--- src/rtl/core/tcdc_pkg.sv ---
// Shared types, constants and helper functions for the touch click/drag classifier.
// Used by tcdc_step and touch_click_drag_classifier_core; depends on nothing else.
package tcdc_pkg;

    localparam int COORD_BITS = 12;
    localparam int HIST_DEPTH = 3;
    localparam int VOTE_BITS = 4;
    localparam int THR_BITS = 12;
    localparam int CFG_INDEX_BITS = 2;
    localparam int CFG_DATA_BITS = 12;

    localparam logic [VOTE_BITS-1:0] VOTE_MAX = '1;

    localparam logic [THR_BITS-1:0] FAST_THR_RESET = 12'd5;
    localparam logic [THR_BITS-1:0] PRIOR_THR_RESET = 12'd3;
    localparam logic [VOTE_BITS-1:0] VOTE_LIMIT_RESET = 4'd5;

    localparam logic [CFG_INDEX_BITS-1:0] REG_FAST_THR = 2'd0;
    localparam logic [CFG_INDEX_BITS-1:0] REG_PRIOR_THR = 2'd1;
    localparam logic [CFG_INDEX_BITS-1:0] REG_VOTE_LIMIT = 2'd2;

    localparam logic ACTION_PEN_DOWN = 1'b0;
    localparam logic ACTION_PEN_UP = 1'b1;

    typedef enum logic [1:0] {
        MODE_IDLE = 2'd0,
        MODE_CLICK = 2'd1,
        MODE_DRAG = 2'd2
    } mode_t;

    typedef enum logic [1:0] {
        EV_NONE = 2'd0,
        EV_PRESS = 2'd1,
        EV_DRAG = 2'd2
    } event_t;

    typedef struct packed {
        logic [COORD_BITS-1:0] x;
        logic [COORD_BITS-1:0] y;
        logic [COORD_BITS-1:0] p;
    } sample_t;

    typedef sample_t [HIST_DEPTH-1:0] hist_t;

    typedef struct packed {
        logic [THR_BITS-1:0] fast_thr;
        logic [THR_BITS-1:0] prior_thr;
        logic [VOTE_BITS-1:0] vote_limit;
    } cfg_t;

    typedef struct packed {
        event_t kind;
        sample_t cur;
        sample_t prev;
    } result_t;

    function automatic logic [COORD_BITS-1:0] abs_diff(
        input logic [COORD_BITS-1:0] a,
        input logic [COORD_BITS-1:0] b
    );
        return (a >= b) ? (a - b) : (b - a);
    endfunction

    function automatic logic step_exceeds(
        input sample_t a,
        input sample_t b,
        input logic [THR_BITS-1:0] thr
    );
        return (abs_diff(a.x, b.x) > thr) || (abs_diff(a.y, b.y) > thr);
    endfunction

endpackage

--- src/rtl/core/tcdc_step.sv ---
// Combinational classifier step: next mode, votes, history and result for one item.
// Depends on tcdc_pkg.
module tcdc_step (
    input  logic                               action,
    input  tcdc_pkg::sample_t                  sample,
    input  tcdc_pkg::mode_t                    mode,
    input  logic [tcdc_pkg::VOTE_BITS-1:0]     votes,
    input  tcdc_pkg::hist_t                    hist,
    input  tcdc_pkg::cfg_t                     cfg,
    output tcdc_pkg::mode_t                    mode_next,
    output logic [tcdc_pkg::VOTE_BITS-1:0]     votes_next,
    output tcdc_pkg::hist_t                    hist_next,
    output tcdc_pkg::result_t                  result
);

    tcdc_pkg::sample_t h1_shift;
    tcdc_pkg::sample_t h2_shift;
    logic move_vote;
    logic [tcdc_pkg::VOTE_BITS-1:0] votes_inc;

    // The first sample of a touch fills the whole history.
    assign h1_shift = (mode == tcdc_pkg::MODE_IDLE) ? sample : hist[0];
    assign h2_shift = (mode == tcdc_pkg::MODE_IDLE) ? sample : hist[1];

    assign move_vote = (mode != tcdc_pkg::MODE_DRAG)
                    && tcdc_pkg::step_exceeds(sample, h1_shift, cfg.fast_thr)
                    && tcdc_pkg::step_exceeds(h1_shift, h2_shift, cfg.prior_thr);

    assign votes_inc = (votes == tcdc_pkg::VOTE_MAX) ? votes
                                                     : votes + tcdc_pkg::VOTE_BITS'(1);

    always_comb begin
        mode_next = mode;
        unique case (mode)
            tcdc_pkg::MODE_IDLE: begin
                if (action == tcdc_pkg::ACTION_PEN_DOWN) begin
                    mode_next = tcdc_pkg::MODE_CLICK;
                end
            end
            tcdc_pkg::MODE_CLICK: begin
                if (action == tcdc_pkg::ACTION_PEN_UP) begin
                    mode_next = tcdc_pkg::MODE_IDLE;
                end else if (move_vote && (votes_inc > cfg.vote_limit)) begin
                    mode_next = tcdc_pkg::MODE_DRAG;
                end
            end
            tcdc_pkg::MODE_DRAG: begin
                if (action == tcdc_pkg::ACTION_PEN_UP) begin
                    mode_next = tcdc_pkg::MODE_IDLE;
                end
            end
            default: begin
                mode_next = tcdc_pkg::MODE_IDLE;
            end
        endcase
    end

    always_comb begin
        result = '0;
        votes_next = votes;
        hist_next = hist;
        if (action == tcdc_pkg::ACTION_PEN_UP) begin
            votes_next = '0;
            if (mode == tcdc_pkg::MODE_CLICK) begin
                result.kind = tcdc_pkg::EV_PRESS;
                result.cur = hist[0];
            end
        end else begin
            hist_next[0] = sample;
            hist_next[1] = h1_shift;
            hist_next[2] = h2_shift;
            if (move_vote) begin
                votes_next = votes_inc;
            end else if (mode == tcdc_pkg::MODE_DRAG) begin
                result.kind = tcdc_pkg::EV_DRAG;
                result.cur = sample;
                result.prev = h1_shift;
            end
        end
    end

endmodule

--- src/rtl/core/touch_click_drag_classifier_core.sv ---
// Top level of the touch click/drag classifier: handshakes, state and result registers.
// Depends on tcdc_pkg and tcdc_step.

// Every accepted item produces exactly one result item, which appears in the output
// register in the cycle after acceptance. An item is accepted in every cycle as long
// as the output register is empty or its item is taken in the same cycle, so the block
// sustains one item per cycle; the single output register and its ready is what sets
// that figure. Event kind 0 means no event and then all other result fields are zero.
// Configuration writes are always accepted and must only happen while the block is idle.
module touch_click_drag_classifier_core (
    input  logic                                  aclk,
    input  logic                                  aresetn,
    input  logic                                  s_valid,
    output logic                                  s_ready,
    input  logic                                  s_action,
    input  logic [tcdc_pkg::COORD_BITS-1:0]       s_pos_x,
    input  logic [tcdc_pkg::COORD_BITS-1:0]       s_pos_y,
    input  logic [tcdc_pkg::COORD_BITS-1:0]       s_pressure,
    output logic                                  m_valid,
    input  logic                                  m_ready,
    output logic [1:0]                            m_event_kind,
    output logic [tcdc_pkg::COORD_BITS-1:0]       m_cur_x,
    output logic [tcdc_pkg::COORD_BITS-1:0]       m_cur_y,
    output logic [tcdc_pkg::COORD_BITS-1:0]       m_cur_pressure,
    output logic [tcdc_pkg::COORD_BITS-1:0]       m_prev_x,
    output logic [tcdc_pkg::COORD_BITS-1:0]       m_prev_y,
    output logic [tcdc_pkg::COORD_BITS-1:0]       m_prev_pressure,
    input  logic                                  cfg_valid,
    output logic                                  cfg_ready,
    input  logic [tcdc_pkg::CFG_INDEX_BITS-1:0]   cfg_index,
    input  logic [tcdc_pkg::CFG_DATA_BITS-1:0]    cfg_data
);

    tcdc_pkg::mode_t mode_reg;
    tcdc_pkg::mode_t mode_next;
    logic [tcdc_pkg::VOTE_BITS-1:0] votes_reg;
    logic [tcdc_pkg::VOTE_BITS-1:0] votes_next;
    tcdc_pkg::hist_t hist_reg;
    tcdc_pkg::hist_t hist_next;
    tcdc_pkg::cfg_t cfg_reg;
    tcdc_pkg::result_t result_reg;
    tcdc_pkg::result_t result_next;
    logic m_valid_reg;
    tcdc_pkg::sample_t in_sample;
    logic s_fire;

    assign in_sample.x = s_pos_x;
    assign in_sample.y = s_pos_y;
    assign in_sample.p = s_pressure;

    assign s_ready = !m_valid_reg || m_ready;
    assign s_fire = s_valid && s_ready;
    assign cfg_ready = 1'b1;

    tcdc_step u_step (
        .action     (s_action),
        .sample     (in_sample),
        .mode       (mode_reg),
        .votes      (votes_reg),
        .hist       (hist_reg),
        .cfg        (cfg_reg),
        .mode_next  (mode_next),
        .votes_next (votes_next),
        .hist_next  (hist_next),
        .result     (result_next)
    );

    always_ff @(posedge aclk) begin
        if (!aresetn) begin
            mode_reg <= tcdc_pkg::MODE_IDLE;
            votes_reg <= '0;
            m_valid_reg <= 1'b0;
        end else begin
            if (s_fire) begin
                mode_reg <= mode_next;
                votes_reg <= votes_next;
                m_valid_reg <= 1'b1;
            end else if (m_ready) begin
                m_valid_reg <= 1'b0;
            end
        end
    end

    always_ff @(posedge aclk) begin
        if (s_fire) begin
            hist_reg <= hist_next;
            result_reg <= result_next;
        end
    end

    always_ff @(posedge aclk) begin
        if (!aresetn) begin
            cfg_reg.fast_thr <= tcdc_pkg::FAST_THR_RESET;
            cfg_reg.prior_thr <= tcdc_pkg::PRIOR_THR_RESET;
            cfg_reg.vote_limit <= tcdc_pkg::VOTE_LIMIT_RESET;
        end else if (cfg_valid && cfg_ready) begin
            unique case (cfg_index)
                tcdc_pkg::REG_FAST_THR: begin
                    cfg_reg.fast_thr <= cfg_data[tcdc_pkg::THR_BITS-1:0];
                end
                tcdc_pkg::REG_PRIOR_THR: begin
                    cfg_reg.prior_thr <= cfg_data[tcdc_pkg::THR_BITS-1:0];
                end
                tcdc_pkg::REG_VOTE_LIMIT: begin
                    cfg_reg.vote_limit <= cfg_data[tcdc_pkg::VOTE_BITS-1:0];
                end
                default: begin
                end
            endcase
        end
    end

    assign m_valid = m_valid_reg;
    assign m_event_kind = result_reg.kind;
    assign m_cur_x = result_reg.cur.x;
    assign m_cur_y = result_reg.cur.y;
    assign m_cur_pressure = result_reg.cur.p;
    assign m_prev_x = result_reg.prev.x;
    assign m_prev_y = result_reg.prev.y;
    assign m_prev_pressure = result_reg.prev.p;

`ifndef SYNTHESIS
    // A pen-up always leaves the block idle with no votes.
    a_pen_up_idle: assert property (@(posedge aclk) disable iff (!aresetn)
        (s_fire && s_action) |=> (mode_reg == tcdc_pkg::MODE_IDLE) && (votes_reg == '0))
        else $error("pen-up did not return to idle with cleared votes");

    // A sample taken in drag mode always produces a drag item.
    a_drag_emits: assert property (@(posedge aclk) disable iff (!aresetn)
        (s_fire && !s_action && (mode_reg == tcdc_pkg::MODE_DRAG))
        |=> m_valid && (m_event_kind == tcdc_pkg::EV_DRAG))
        else $error("sample in drag mode did not produce a drag item");

    // The first sample of a touch enters click mode and fills the whole history.
    a_first_fill: assert property (@(posedge aclk) disable iff (!aresetn)
        (s_fire && !s_action && (mode_reg == tcdc_pkg::MODE_IDLE))
        |=> (mode_reg == tcdc_pkg::MODE_CLICK) && (hist_reg[0] == hist_reg[1])
            && (hist_reg[1] == hist_reg[2]))
        else $error("first sample did not fill the history");

    // The input side is open whenever the output register is empty.
    a_ready_when_empty: assert property (@(posedge aclk) disable iff (!aresetn)
        !m_valid_reg |-> s_ready)
        else $error("input stalled with an empty output register");
`endif

endmodule
--- config.mk ---
export PLATFORM = sky130hd
export DESIGN_NAME = touch_click_drag_classifier_core
export DESIGN_NICKNAME = d
export VERILOG_FILES = /design/src/rtl/core/tcdc_pkg.sv /design/src/rtl/core/tcdc_step.sv /design/src/rtl/core/touch_click_drag_classifier_core.sv
export SDC_FILE = /design/constraint.sdc
export NUM_CORES = 1
export LEC_CHECK = 0
export BUFFER_PORTS_ARGS = -buffer_cell sky130_fd_sc_hd__buf_2
export CAP_MARGIN = 20
export CORE_MARGIN = 4
export CORE_UTILIZATION = 45
export CTS_CLUSTER_DIAMETER = 120
export DETAILED_ROUTE_END_ITERATION = 10
export GPL_TIMING_DRIVEN = 0
export SETUP_SLACK_MARGIN = 0.5
export SYNTH_ARGS = -nofsm -noshare
export SYNTH_HDL_FRONTEND = slang
export SYNTH_SLANG_ARGS = --single-unit
--- constraint.sdc ---
create_clock -name aclk -period 16.4 [get_ports aclk]
set_input_delay 2.46 -clock aclk [delete_from_list [all_inputs] [get_ports aclk]]
set_output_delay 2.46 -clock aclk [all_outputs]
set_load 0.05 [all_outputs]
# Yosys cells after proc, flatten, opt, wreduce, memory -nomap -nowiden
# Cells that the tools add are included.
[classes]
addsub = 9
order_cmp = 9
n_eq_ne = 9
muxes = 20
n_bitwise = 2
reduce_logical = 19
[op_table]
columns = ["cell", "n"]
rows = [
  ["74-bit 2-to-1 mux", 2],
  ["12-bit subtractor", 8],
  ["36-bit 2-to-1 mux", 2],
  ["12-bit greater-or-equal comparator", 4],
  ["12-bit greater-than comparator", 4],
  ["12-bit 2-to-1 mux", 4],
  ["38-bit 2-to-1 mux", 1],
  ["37-bit 2-to-1 mux", 1],
  ["4-bit 2-to-1 mux", 3],
  ["2-bit AND reduction", 5],
  ["2-bit 2-to-1 mux", 4],
  ["2-bit inequality test (second input constant)", 3],
  ["2-bit case mux with 3 select lines", 1],
  ["4-bit by 1-bit adder with 4-bit output (second input constant)", 1],
  ["2-bit by 1-bit equality test with 1-bit output (second input constant)", 2],
  ["2-bit equality test (second input constant)", 2],
  ["4-bit equality test (second input constant)", 1],
  ["4-bit greater-than comparator", 1],
  ["1-bit logical AND", 4],
  ["2-bit zero test", 2],
  ["4-bit AND reduction", 1],
  ["2-bit nonzero test", 2],
  ["1-bit logical OR", 3],
  ["3-bit by 2-bit inequality test with 1-bit output (second input constant)", 1],
  ["other kinds (4)", 6],
]
[totals]
regBits = 181
inputBits = 56
wordCells = 87

# Depth between registers and ports, before layout
[logic_depth]
word_depth = 12
ltp_mapped = 29

# Cells and area by module
# A second synthesis with hierarchy kept.
[unflattened]
cells_unflattened = 1560
area_unflattened_um2 = 14968.1
[by_module_without_submodules]
columns = ["mod", "instances", "cells_per_inst", "area_per_inst_um2", "seq_area_each_um2"]
rows = [
  ["tcdc_step", 1, 1237, 8192.9, 0.0],
  ["touch_click_drag_classifier_core", 1, 323, 6775.2, 6165.9],
]

# Least setup slack after synthesis
# Ideal clock, no wire load.
[synth_timing]
path_type = "in2reg"
startpoint = "input s_pos_x[2] in the netlist's numbering"
endpoint = "register mode_reg[0]"
setup_time_ps = 129
t_arrival_ps = 6247
path_slack_ps = 10024
path_stages = 20
path_buffers = 1
cell_sequence = "nand2_1 > nand2_1 > inv_1 > ha_1 > or3_1 > o21ai_0 > o31ai_1 > a41oi_2 > a21oi_4 > buf_4 > mux2_2 > ha_1 > nor2b_1 > o211ai_1 > a211o_1 > o211ai_1 > o31ai_1 > a221oi_2 > nor3b_1 > o21ai_0"
[synth_lines]
columns = ["item", "line", "source"]
rows = [
  ["start: declaration", "touch_click_drag_classifier_core.sv:16", "input logic [tcdc_pkg::COORD_BITS-1:0] s_pos_x,"],
  ["end signal: assignment", "touch_click_drag_classifier_core.sv:70", "mode_reg <= tcdc_pkg::MODE_IDLE;"],
  ["end signal: assignment", "touch_click_drag_classifier_core.sv:75", "mode_reg <= mode_next;"],
  ["end: declaration", "touch_click_drag_classifier_core.sv:34", "tcdc_pkg::mode_t mode_reg;"],
]

==> results.sh <==
export IMPL_synth_fp_nets=1480
export IMPL_hold_worst_slack_ns=0.456
export IMPL_die_x_um=172
export IMPL_syn_area_mm2=0.0121
export IMPL_min_period_over_period_pct=46.6
export IMPL_rows=59
export IMPL_rsz0062_at_grt="false"
export IMPL_synth_main_ff_cell="edfxtp_1"
export IMPL_clk_pin_slew_ns=0.07
export IMPL_multiInputGateArea_mm2=0.00664
export IMPL_port_buffers=130
export IMPL_dieArea_mm2=0.0295
export IMPL_grt_antenna_before_repair=0
export IMPL_drtPass1Iterations=5
export IMPL_first_global_vias=9554
export IMPL_relSlewSlack_pct=39.3
export IMPL_r2r_end="mode_reg[0]"
export IMPL_rrSetupSlack_ns=8.76
export IMPL_place_inst=1753
export IMPL_drive_above_1_share_pct=14.5
export IMPL_drc=0
export IMPL_postCtsSetupRepairBufs=0
export IMPL_outcome="complete, no violations"
export IMPL_final_common_cell="nand2_1"
export IMPL_ys_warn_count=0
export IMPL_place_hpwl_um=26300
export IMPL_cp_arrival_ns=7.95
export IMPL_ys_types=81
export IMPL_finalMaxSlewViolations=0
export IMPL_fmax_ghz=0.131
export IMPL_coreArea_mm2=0.0262
export IMPL_totalWireLength_um=34000
export IMPL_wl_per_cell_um=19.0
export IMPL_leakagePower_uw=0.00610
export IMPL_vias_per_cell=5.59
export IMPL_diodes=0
export IMPL_endpoint="mode_reg[0]"
export IMPL_gr_total_overflow=0
export IMPL_ys_seq_area_share_pct=39.1
export IMPL_critPathLaunch="mode_reg[0]"
export IMPL_cts_resized=0
export IMPL_worstPathRequired_ns=16.70
export IMPL_tns_ns=0
export IMPL_ioPinCount=133
export IMPL_cts_tree="yes"
export IMPL_dieHeight_um=172
export IMPL_r2r_start="mode_reg[0]"
export IMPL_grt_max_degree=77
export IMPL_insertion_delay_ns=0.44
export IMPL_largest_reg_flops=60
export IMPL_cap_violations=0
export IMPL_synth_top_area_share_pct=33.3
export IMPL_initial_core_util_pct=46.1
export IMPL_finClkSkew_ns=0.0165
export IMPL_fin_nets=1632
export IMPL_stdcell_area_mm2=0.0138
export IMPL_hold_path_class="register to register"
export IMPL_gp_congestion=0.927
export IMPL_drtIter0Drc=932
export IMPL_start_kind="register"
export IMPL_seq_area_mm2=0.00472
export IMPL_synth_edf_count=134
export IMPL_ctsHtreeMaxLevel=4
export IMPL_finalSetupViolations=0
export IMPL_layout_common_cells="nand2_1 (162), buf_2 (137), ha_1 (137)"
export IMPL_min_period_ns=7.64
export IMPL_synth_area_per_cell_um2=9.40
export IMPL_crit_path_end_kind="register"
export IMPL_area_growth_pct=14.2
export IMPL_r2r_cells=25
export IMPL_crit_fanout=10
export IMPL_cts_root_buf="clkbuf_16"
export IMPL_vias=9973
export IMPL_fillerInstances=2407
export IMPL_instances_no_fill=1784
export IMPL_ys_ff_latch=169
export IMPL_utilization_pct=52.7
export IMPL_hold_buffers=0
export IMPL_grtUsageTotal_pct=22.9
export IMPL_antenna_left=0
export IMPL_clock_sinks=169
export IMPL_synth_top_cell_by_area="edfxtp_1"
export IMPL_grt_pass1_wl_um=53000
export IMPL_cts_made_buffers=17
export IMPL_powerDensity_mw_per_mm2=112
export IMPL_clockBufferDepth=2
export IMPL_tightest_slew_ns=0.887
export IMPL_critPathKind="register to register"
export IMPL_synthTopCellsByArea="edfxtp_1 (33%), ha_1 (14%), dfxtp_1 (5.8%)"
export IMPL_postSynthCellCount=1285
export IMPL_hold_viol=0
export IMPL_synth_async_sr_flop_share_pct=0
export IMPL_peakVddDrop_mv=0.0603
export IMPL_placed_cell_area_mm2=0.0132
[routing by layer]
metal  global-route usage (%)  vias up  share of wire, %
li1                         -     4950                 -
met1                     33.8     4696                49
met2                     36.3      298                44
met3                     3.27       29               5.6
met4                     4.03        0               1.1
met5                        0        -                 0
[cell type report]
class                      count  share of cell area (%)
clock buffer                  17                    3.08
timing repair buffer         133                    5.20
buffer                        60                    1.91
clock inverter                14                    1.05
multi-input combinational    932                    48.1
tap                          335                    3.04
inverter                     124                    3.39
sequential                   169                    34.2
[cells by family (layout without fill, tap and decap cells)]
| group | after synthesis | count (layout) | synth area share [%] |
|---|---|---|---|
| buffers and inverters | 184 | 348 | 6.04 |
| DFF | 169 | 169 | 39.1 |
| and+or+nand+nor | 377 | 377 | 14.9 |
| other | 1 | 1 | 0.0310 |
| xor gates and xnor gates | 45 | 45 | 3.26 |
| muxes | 28 | 28 | 2.40 |
| AOI/OAI and AO/OA | 342 | 342 | 19.7 |
| adders and majority gates | 139 | 139 | 14.5 |
[cell usage after synthesis, drive strengths merged, types with 7 or more instances]
| master | n |
|---|---|
| buf | 15 |
| ha | 137 |
| a21o | 27 |
| nor2 | 58 |
| nor2b | 16 |
| and3 | 39 |
| o21bai | 11 |
| a211oi | 10 |
| nand2 | 162 |
| a22o | 37 |
| or3 | 7 |
| xnor2 | 27 |
| clkbuf | 45 |
| o211ai | 16 |
| nand4 | 23 |
| o31ai | 9 |
| a31oi | 13 |
| a21oi | 102 |
| nand2b | 7 |
| mux2i | 20 |
| edfxtp | 134 |
| inv | 124 |
| mux2 | 8 |
| nand3b | 10 |
| nor3 | 9 |
| nand3 | 22 |
| o21ai | 55 |
| dfxtp | 35 |
| xor2 | 18 |
[worst min-delay path by stage]
stage | from | endpoint | depth (start not counted)
after floorplan | cfg_reg[10] | cfg_reg[10] | 2
after global placement | cfg_reg[21] | cfg_reg[21] | 2
after detailed placement | cfg_reg[25] | cfg_reg[25] | 2
after CTS | cfg_reg[25] | cfg_reg[25] | 2
after global routing | cfg_reg[11] | cfg_reg[11] | 2
final | cfg_reg[20] | cfg_reg[20] | 2
[power breakdown]
| group | switching (µW) | internal (µW) | total, µW |
|---|---|---|---|
| registers | 9.83 | 485 | 495 |
| clock network | 203 | 204 | 407 |
| logic | 391 | 246 | 637 |
[per-stage QoR]
step           power (µW)  setup WS (ns)
3_3_place_gp         1120           8.50
6_report             1540           8.76
3_5_place_dp         1130           8.70
4_1_cts              1540           8.77
2_1_floorplan         978          10.02
5_1_grt              1640           8.26
[critical path: stages, from the launching register on]
cell and delay (ns):
dfxtp_1 0.34, buf_6 0.16, nor2_1 0.55, buf_2 0.40, clkbuf_1 0.54, clkbuf_1 0.69, nand2_1 0.20, nand2_1 0.20
inv_1 0.12, ha_1 0.41, and4_1 0.25, and2_1 0.14, or3b_1 0.36, o211ai_2 0.23, buf_6 0.18, buf_2 0.24
mux2_2 0.36, ha_1 0.28, nor2b_1 0.15, o21a_1 0.12, o21ai_0 0.08, a21oi_1 0.15, o21ai_0 0.15, a221oi_2 0.60
nor3b_1 0.45, o21ai_0 0.15
Power figures use the tool's default switching activity.
